## src/rgbhsv_pkg.sv

```systemverilog
package rgbhsv_pkg;

  localparam int RGB_W = 8;
  localparam int HUE_W = 15;
  localparam int PCT_W = 13;

  // long-division datapath: numerators, doubled divisors, quotients
  localparam int NUM_W = 24;
  localparam int DEN_W = 9;
  localparam int QUO_W = 15;

  // degrees and percent carry 6 fraction bits
  localparam int HUE_FULL   = 360 * 64;
  localparam int HUE_SCALE  = 2 * 60 * 64;
  localparam int PCT_SCALE  = 2 * 100 * 64;
  localparam int VAL_MAX    = 255;

  // value numerator over 2*255: multiply by ceil(2^31 / 510), keep bits from 31 up
  localparam int VPROD_W    = 48;
  localparam int VAL_RECIP  = 4210753;
  localparam int VAL_SHIFT  = 31;

  localparam logic [1:0] SEC_RED   = 2'd0;
  localparam logic [1:0] SEC_GREEN = 2'd1;
  localparam logic [1:0] SEC_BLUE  = 2'd2;

  typedef struct packed {
    logic [NUM_W-1:0] hue_num;
    logic [DEN_W-1:0] hue_den;
    logic [NUM_W-1:0] sat_num;
    logic [DEN_W-1:0] sat_den;
    logic [NUM_W-1:0] val_num;
    logic             gray;
  } front_t;

endpackage

```

## src/rgbhsv_ifs.sv

```systemverilog
interface rgbhsv_pix_if;
  logic                          valid;
  logic                          ready;
  logic [rgbhsv_pkg::RGB_W-1:0]  red;
  logic [rgbhsv_pkg::RGB_W-1:0]  green;
  logic [rgbhsv_pkg::RGB_W-1:0]  blue;

  modport source (output valid, output red, output green, output blue, input ready);
  modport sink   (input valid, input red, input green, input blue, output ready);
endinterface

interface rgbhsv_hsv_if;
  logic                          valid;
  logic                          ready;
  logic [rgbhsv_pkg::HUE_W-1:0]  hue;
  logic [rgbhsv_pkg::PCT_W-1:0]  saturation;
  logic [rgbhsv_pkg::PCT_W-1:0]  brightness;

  modport source (output valid, output hue, output saturation, output brightness,
                  input ready);
  modport sink   (input valid, input hue, input saturation, input brightness,
                  output ready);
endinterface

```

## src/rgb_to_hsv.sv

```systemverilog
// Pipeline from an accepted input transaction to its result on out_hsv: two front
//   stages, one long-division stage per quotient bit, then the output register.
// Throughput: one pixel per cycle; the whole pipeline holds while a result waits.
// Reset (rst_n, synchronous, active low) clears the valid bits only; data
//   registers are not reset.
module rgb_to_hsv (
  input  logic                clk,
  input  logic                rst_n,
  rgbhsv_pix_if.sink          in_pix,
  rgbhsv_hsv_if.source        out_hsv
);

  localparam int STG_N = 2 + rgbhsv_pkg::QUO_W;
  localparam int QW    = rgbhsv_pkg::QUO_W;

  logic                         en;
  logic                         in_fire;
  logic [STG_N-1:0]             vld_r, vld_nxt;
  logic [QW-1:0]                gray_r, gray_nxt;
  rgbhsv_pkg::front_t           front;
  logic [QW-1:0]                hue_q, sat_q;
  logic [rgbhsv_pkg::VPROD_W-1:0]          val_prod;
  logic [QW-1:0][rgbhsv_pkg::PCT_W-1:0]    val_dly_r, val_dly_nxt;

  logic                         out_valid_r, out_valid_nxt;
  logic [rgbhsv_pkg::HUE_W-1:0] hue_r, hue_nxt;
  logic [rgbhsv_pkg::PCT_W-1:0] sat_r, sat_nxt;
  logic [rgbhsv_pkg::PCT_W-1:0] val_r, val_nxt;

  // advance everything unless a finished result is held by the sink
  assign en      = ~out_valid_r | out_hsv.ready;
  assign in_fire = in_pix.valid & en & rst_n;
  assign in_pix.ready = en & rst_n;

  rgbhsv_front u_front (
    .clk   (clk),
    .en    (en),
    .red   (in_pix.red),
    .green (in_pix.green),
    .blue  (in_pix.blue),
    .front (front)
  );

  rgbhsv_div u_div_hue (
    .clk  (clk),
    .en   (en),
    .num  (front.hue_num),
    .den  (front.hue_den),
    .quot (hue_q)
  );

  rgbhsv_div u_div_sat (
    .clk  (clk),
    .en   (en),
    .num  (front.sat_num),
    .den  (front.sat_den),
    .quot (sat_q)
  );

  // value divides by a constant: multiply by the scaled reciprocal, then
  // carry it alongside the divider stages
  assign val_prod    = rgbhsv_pkg::VPROD_W'(front.val_num) *
                       rgbhsv_pkg::VPROD_W'(rgbhsv_pkg::VAL_RECIP);
  assign val_dly_nxt = {val_dly_r[QW-2:0],
                        val_prod[rgbhsv_pkg::VAL_SHIFT +: rgbhsv_pkg::PCT_W]};

  assign vld_nxt  = {vld_r[STG_N-2:0], in_fire};
  assign gray_nxt = {gray_r[QW-2:0], front.gray};

  always_ff @(posedge clk) begin
    if (!rst_n) begin
      vld_r <= '0;
    end else if (en) begin
      vld_r <= vld_nxt;
    end
  end

  always_ff @(posedge clk) begin
    if (en) begin
      gray_r    <= gray_nxt;
      val_dly_r <= val_dly_nxt;
    end
  end

  // final stage: wrap a hue that rounds to a full turn, zero hue and saturation of gray pixels
  always_comb begin
    out_valid_nxt = vld_r[STG_N-1];
    if (gray_r[QW-1]) begin
      hue_nxt = '0;
      sat_nxt = '0;
    end else begin
      if (hue_q >= QW'(rgbhsv_pkg::HUE_FULL)) begin
        hue_nxt = rgbhsv_pkg::HUE_W'(hue_q - QW'(rgbhsv_pkg::HUE_FULL));
      end else begin
        hue_nxt = rgbhsv_pkg::HUE_W'(hue_q);
      end
      sat_nxt = sat_q[rgbhsv_pkg::PCT_W-1:0];
    end
    val_nxt = val_dly_r[QW-1];
  end

  always_ff @(posedge clk) begin
    if (!rst_n) begin
      out_valid_r <= 1'b0;
    end else if (en) begin
      out_valid_r <= out_valid_nxt;
    end
  end

  always_ff @(posedge clk) begin
    if (en) begin
      hue_r <= hue_nxt;
      sat_r <= sat_nxt;
      val_r <= val_nxt;
    end
  end

  assign out_hsv.valid      = out_valid_r;
  assign out_hsv.hue        = hue_r;
  assign out_hsv.saturation = sat_r;
  assign out_hsv.brightness = val_r;

  a_hue_range: assert property (@(posedge clk) disable iff (!rst_n)
    out_valid_r |-> (hue_r < rgbhsv_pkg::HUE_W'(rgbhsv_pkg::HUE_FULL)))
    else $error("hue out of range");

  a_pct_range: assert property (@(posedge clk) disable iff (!rst_n)
    out_valid_r |-> (sat_r <= rgbhsv_pkg::PCT_W'(rgbhsv_pkg::PCT_SCALE / 2) &&
                     val_r <= rgbhsv_pkg::PCT_W'(rgbhsv_pkg::PCT_SCALE / 2)))
    else $error("percent out of range");

  a_gray_hue: assert property (@(posedge clk) disable iff (!rst_n)
    (out_valid_r && sat_r == '0) |-> (hue_r == '0))
    else $error("zero saturation with nonzero hue");

  a_stall_freeze: assert property (@(posedge clk) disable iff (!rst_n)
    !en |=> $stable(vld_r) && $stable(gray_r))
    else $error("pipeline moved during stall");

endmodule

```

## src/rgbhsv_front.sv

```systemverilog
module rgbhsv_front (
  input  logic                         clk,
  input  logic                         en,
  input  logic [rgbhsv_pkg::RGB_W-1:0] red,
  input  logic [rgbhsv_pkg::RGB_W-1:0] green,
  input  logic [rgbhsv_pkg::RGB_W-1:0] blue,
  output rgbhsv_pkg::front_t           front
);

  logic [rgbhsv_pkg::RGB_W-1:0] hi_nxt, lo_nxt, hi_r, lo_r;
  logic [1:0]                   sec_nxt, sec_r;
  logic signed [rgbhsv_pkg::RGB_W:0] diff_nxt, diff_r;

  logic [rgbhsv_pkg::RGB_W-1:0] d;
  logic signed [11:0]           off, t_raw, t_fix;
  rgbhsv_pkg::front_t           front_nxt, front_r;

  // stage 1: extremes and the sector of the maximum
  always_comb begin
    hi_nxt = red;
    lo_nxt = red;
    if (green > hi_nxt) hi_nxt = green;
    if (blue > hi_nxt)  hi_nxt = blue;
    if (green < lo_nxt) lo_nxt = green;
    if (blue < lo_nxt)  lo_nxt = blue;
    if (red == hi_nxt) begin
      sec_nxt  = rgbhsv_pkg::SEC_RED;
      diff_nxt = $signed({1'b0, green}) - $signed({1'b0, blue});
    end else if (green == hi_nxt) begin
      sec_nxt  = rgbhsv_pkg::SEC_GREEN;
      diff_nxt = $signed({1'b0, blue}) - $signed({1'b0, red});
    end else begin
      sec_nxt  = rgbhsv_pkg::SEC_BLUE;
      diff_nxt = $signed({1'b0, red}) - $signed({1'b0, green});
    end
  end

  always_ff @(posedge clk) begin
    if (en) begin
      hi_r   <= hi_nxt;
      lo_r   <= lo_nxt;
      sec_r  <= sec_nxt;
      diff_r <= diff_nxt;
    end
  end

  // stage 2: hue in sextants times delta, then the divider operands
  always_comb begin
    d = hi_r - lo_r;
    case (sec_r)
      rgbhsv_pkg::SEC_GREEN: off = $signed({3'b000, d, 1'b0});
      rgbhsv_pkg::SEC_BLUE:  off = $signed({2'b00, d, 2'b00});
      default:               off = '0;
    endcase
    t_raw = off + 12'(diff_r);
    // wrap negative hue by a full turn of six sextants
    if (t_raw < 0) t_fix = t_raw + $signed({2'b00, d, 2'b00}) + $signed({3'b000, d, 1'b0});
    else           t_fix = t_raw;

    front_nxt.hue_num = rgbhsv_pkg::NUM_W'(
                          rgbhsv_pkg::NUM_W'(t_fix[10:0]) *
                          rgbhsv_pkg::NUM_W'(rgbhsv_pkg::HUE_SCALE) +
                          rgbhsv_pkg::NUM_W'(d));
    front_nxt.hue_den = {d, 1'b0};
    front_nxt.sat_num = rgbhsv_pkg::NUM_W'(
                          rgbhsv_pkg::NUM_W'(d) *
                          rgbhsv_pkg::NUM_W'(rgbhsv_pkg::PCT_SCALE) +
                          rgbhsv_pkg::NUM_W'(hi_r));
    front_nxt.sat_den = {hi_r, 1'b0};
    front_nxt.val_num = rgbhsv_pkg::NUM_W'(
                          rgbhsv_pkg::NUM_W'(hi_r) *
                          rgbhsv_pkg::NUM_W'(rgbhsv_pkg::PCT_SCALE) +
                          rgbhsv_pkg::NUM_W'(rgbhsv_pkg::VAL_MAX));
    front_nxt.gray    = (d == '0);
  end

  always_ff @(posedge clk) begin
    if (en) begin
      front_r <= front_nxt;
    end
  end

  assign front = front_r;

endmodule

```

## src/rgbhsv_div.sv

```systemverilog
module rgbhsv_div (
  input  logic                         clk,
  input  logic                         en,
  input  logic [rgbhsv_pkg::NUM_W-1:0] num,
  input  logic [rgbhsv_pkg::DEN_W-1:0] den,
  output logic [rgbhsv_pkg::QUO_W-1:0] quot
);

  localparam int NW = rgbhsv_pkg::NUM_W;
  localparam int DW = rgbhsv_pkg::DEN_W;
  localparam int QW = rgbhsv_pkg::QUO_W;

  // one quotient bit per stage, most significant first
  logic [NW-1:0] rem_r [QW-1];
  logic [DW-1:0] den_r [QW-1];
  logic [QW-1:0] quo_r [QW];

  for (genvar k = 0; k < QW; k++) begin : g_stage
    localparam int SH = QW - 1 - k;
    logic [NW-1:0] rem_in;
    logic [DW-1:0] den_in;
    logic [QW-1:0] quo_in;
    logic [NW:0]   trial;
    logic [NW-1:0] rem_nxt;
    logic [QW-1:0] quo_nxt;

    if (k == 0) begin : g_first
      assign rem_in = num;
      assign den_in = den;
      assign quo_in = '0;
    end else begin : g_rest
      assign rem_in = rem_r[k-1];
      assign den_in = den_r[k-1];
      assign quo_in = quo_r[k-1];
    end

    assign trial = {1'b0, rem_in} - ((NW+1)'(den_in) << SH);

    always_comb begin
      quo_nxt     = quo_in;
      quo_nxt[SH] = ~trial[NW];
      rem_nxt     = trial[NW] ? rem_in : trial[NW-1:0];
    end

    always_ff @(posedge clk) begin
      if (en) begin
        quo_r[k] <= quo_nxt;
      end
    end

    if (k < QW - 1) begin : g_carry
      always_ff @(posedge clk) begin
        if (en) begin
          rem_r[k] <= rem_nxt;
          den_r[k] <= den_in;
        end
      end
    end
  end

  assign quot = quo_r[QW-1];

endmodule
```

## src/flat_wrapper.sv

```systemverilog
// flat-port wrapper written by rule: the top's interface ports become plain ports
module rgb_to_hsv_flat 
  (clk, rst_n, in_pix_valid, in_pix_red, in_pix_green, in_pix_blue, in_pix_ready, out_hsv_valid, out_hsv_hue, out_hsv_saturation, out_hsv_brightness, out_hsv_ready);
  rgbhsv_pix_if in_pix_i ();
  rgbhsv_hsv_if out_hsv_i ();
  input  logic clk;
  input  logic rst_n;
  input wire logic [$bits(in_pix_i.valid)-1:0] in_pix_valid;
  input wire logic [$bits(in_pix_i.red)-1:0] in_pix_red;
  input wire logic [$bits(in_pix_i.green)-1:0] in_pix_green;
  input wire logic [$bits(in_pix_i.blue)-1:0] in_pix_blue;
  output wire logic [$bits(in_pix_i.ready)-1:0] in_pix_ready;
  output wire logic [$bits(out_hsv_i.valid)-1:0] out_hsv_valid;
  output wire logic [$bits(out_hsv_i.hue)-1:0] out_hsv_hue;
  output wire logic [$bits(out_hsv_i.saturation)-1:0] out_hsv_saturation;
  output wire logic [$bits(out_hsv_i.brightness)-1:0] out_hsv_brightness;
  input wire logic [$bits(out_hsv_i.ready)-1:0] out_hsv_ready;
  assign in_pix_i.valid = in_pix_valid;
  assign in_pix_i.red = in_pix_red;
  assign in_pix_i.green = in_pix_green;
  assign in_pix_i.blue = in_pix_blue;
  assign in_pix_ready = in_pix_i.ready;
  assign out_hsv_valid = out_hsv_i.valid;
  assign out_hsv_hue = out_hsv_i.hue;
  assign out_hsv_saturation = out_hsv_i.saturation;
  assign out_hsv_brightness = out_hsv_i.brightness;
  assign out_hsv_i.ready = out_hsv_ready;
  rgb_to_hsv u_core (.clk(clk), .rst_n(rst_n), .in_pix(in_pix_i), .out_hsv(out_hsv_i));
endmodule
```

## config.mk

```make
export PLATFORM = sky130hd
export DESIGN_NAME = rgb_to_hsv_flat
export DESIGN_NICKNAME = d
export VERILOG_FILES = /design/src/rgbhsv_pkg.sv /design/src/rgbhsv_ifs.sv /design/src/rgb_to_hsv.sv /design/src/rgbhsv_front.sv /design/src/rgbhsv_div.sv /design/src/flat_wrapper.sv
export SDC_FILE = /design/constraint.sdc
export NUM_CORES = 2
export LEC_CHECK = 0
export BUFFER_PORTS_ARGS = -buffer_cell sky130_fd_sc_hd__buf_2
export CORE_UTILIZATION = 25
export DETAILED_ROUTE_END_ITERATION = 6
export SYNTH_ARGS = -nofsm -noshare
export SYNTH_HDL_FRONTEND = slang
export SYNTH_HIERARCHICAL = 1
export SYNTH_SLANG_ARGS = --single-unit
```

## constraint.sdc

```tcl
create_clock -name clk -period 58.6 [get_ports clk]
set_input_delay 2.93 -clock clk [delete_from_list [all_inputs] [get_ports clk]]
set_output_delay 2.93 -clock clk [all_outputs]
set_load 0.005 [all_outputs]
```

==> reports/metrics.csv <==
stage;metric;value;unit
die;dieArea;0.297;mm²
die;die_width;545;µm
route;drtPass1Iterations;5;
route;wl_per_cell;12.5;µm
cts;post_cts_buffers;0;
setup_path;end_kind;flip-flop;
cts;clockBufferDepth;3;
synthesis;synthesis.area;0.0736;mm²
die;initial_utilization;25.2;%
route;drt_wl_total;123000;µm
run;max-cap-violations;0;
synthesis;synth_warnings;6;
cells_and_area;instances_no_fill;9824;
cells_and_area;areaGrowthSynthToFinish;14.0;%
setup_path;cp_max_fo;117;
timing;fin_worst_skew;34.6;ps
setup_path;critPathBufInv;8;
timing;rsz0062_at_grt;no;
die;core;0.292;mm²
timing;fin_setup_tns;0;ps
worst_hold_path;whs_path_depth;0;
timing;setup_viol;0;
cts;cts_resized;0;
cts;cts_root_buf;clkbuf_16;
cts;h-tree-depth;4;
die;die_h;545;µm
cts;numCtsBuffers;158;
setup_path;crit_top_cell;buf_4;
timing;fin_crit;7760;ps
setup_path;reg2regPathDepth;28;
setup_path;start_kind;input pin;
grt;overflow;0;
cells_and_area;drive_above_1_share;8.95;%
setup_path;cpPeakStageDelay;1000;ps
place;dpl_worst_slack;49920;ps
route;drc;0;
setup_path;arrival;8150;ps
route;num_vias;41700;
worst_hold_path;hp-start;u_core/u_div_sat/rem_r[0][5];
grt;grt_pass1_wl;203000;µm
worst_hold_path;hp-class;reg2reg;
timing;slew_violations;0;
cts;cts_tree;done;
setup_path;r2r_start;u_core/u_front/hi_r[1];
timing;layout_setup_ws;50840;ps
worst_hold_path;holdPathEnd;u_core/u_div_sat/rem_r[0][29];
setup_path;crit_required;58990;ps
cts;clk_pin_slew_worst_paths;60;ps
cells_and_area;nets;6456;
grt;grt_use_total;8.11;%
cts;ctsHoldBuffers;0;
cells_and_area;insertedDiodeCount;0;
setup_path;crit_chain;buf_2, nor2b_1, buf_4, inv_8, buf_4, buf_4, buf_4, buf_4, buf_4;
synthesis;synthCells;5620;
place;gp_congestion;0.838;
grt;antenna_found_initial;0;
place;dp_hpwl;87500;µm
timing;slew_headroom;22.1;%
die;ios;71;
status;status;completed;
die;rows;198;
place;portBuffers;70;
timing;finalCritPeriodShare;13.3;%
timing;fmax;129;MHz
route;viasPerCell;4.24;
setup_path;cp_top_family;buffers and inverters;
cts;cts.sinks;1483;
grt;grt_max_degree;204;
place;dp.cells;9535;
grt;grt_pass1_vias;41800;
route;final_antenna_net_count;0;
route;drt_iter0_drc;2209;
synthesis;avgSynthCellArea;13.1;µm²
timing;worst_pin_slew;1170;ps
setup_path;crit_slowest_cell;buf_4;
timing;hold_viol;0;
setup_path;timing.rr.end;u_core/u_front/front[89];
setup_path;crit_type;in2reg;
cts;clkLatencyLatePin;780;ps
setup_path;rrSetupSlack;51240;ps
==> state kept, by name (all words and copies together) (netlist names) <==
name	count
u_core/u_front/lo_r	8
u_core/vld_r	17
u_core/out_hsv.saturation	13
u_core/u_front/hi_r	8
u_core/u_front/diff_r	9
u_core/u_div_hue/den_r	126
u_core/u_div_sat/quo_r	91
u_core/out_hsv.hue	15
u_core/val_nxt	13
u_core/out_hsv.valid	1
u_core/val_dly_nxt	182
u_core/u_div_hue/rem_r	336
u_core/u_div_hue/quo_r	120
u_core/u_front/front	52
u_core/out_hsv.brightness	13
u_core/gray_r	15
u_core/u_div_sat/den_r	126
u_core/u_front/sec_r	2
u_core/u_div_sat/rem_r	336
==> stage by stage <==
| step | utilization, % | hold WS [ps] | instance area (µm²) |
|---|---|---|---|
| after floorplan | - | 400 | 73700 |
| after global placement | 26.9 | 401 | 78600 |
| after detailed placement | 26.9 | 405 | 78600 |
| after CTS | 28.7 | 395 | 83900 |
| after global routing | 28.7 | 406 | 83900 |
| final | 28.7 | 400 | 83900 |
==> placed cells by master (no fill, tap or decap), drive strengths merged, types with 134 or more instances in the layout <==
cell type and instances:
nor3 149, a21oi 272, clkbuf 191, o21ai 253, nand2 315, inv 518
xor2 134, xnor2 229, edfxtp 1465, ha 555, nor2 394
==> worst reg2reg max path: cells and delay by family, from the launching register on <==
family / cells / cell delay [ps]
compound gates: 9 / 1760
flops: 1 / 480
mux: 1 / 320
xor+xnor: 3 / 540
simple gates: 5 / 1060
buf+inv: 3 / 230
fa+ha+maj: 7 / 2710
==> cell type report <==
cell class | count | area [µm²]
fillers | 29400 | 208000
flip-flops and latches | 1483 | 44400
multi-input cells | 3541 | 26800
well taps | 3900 | 4880
clock buffers | 191 | 4100
inverters | 513 | 1930
clock inverters | 98 | 1200
repair buffers | 98 | 586
==> how the worst max path moves through the flow <==
stage                              from                            end  slack (ps)  cells after the start
after global routing      out_hsv_ready  u_core/u_div_hue/rem_r[6][26]       50280                      9
after floorplan           out_hsv_ready                   in_pix_ready       10050                      5
final                     out_hsv_ready  u_core/u_div_hue/den_r[1][49]       50840                      9
after global placement    out_hsv_ready  u_core/u_div_hue/den_r[1][47]       50020                      9
after detailed placement  out_hsv_ready  u_core/u_div_hue/den_r[1][47]       49920                      9
after CTS                 out_hsv_ready  u_core/u_div_hue/rem_r[6][26]       50790                      9
==> metal layers <==
| layer | track usage (%) | share of wire (%) |
|---|---|---|
| met1 | 10.2 | 47 |
| met3 | 1.58 | 3.5 |
| met4 | 2.53 | 2.3 |
| met2 | 14.0 | 47 |
| met5 | 0 | 0 |
Power is not shown: default switching activity piles up to over one toggle a cycle in this logic, so the estimate is an artifact.
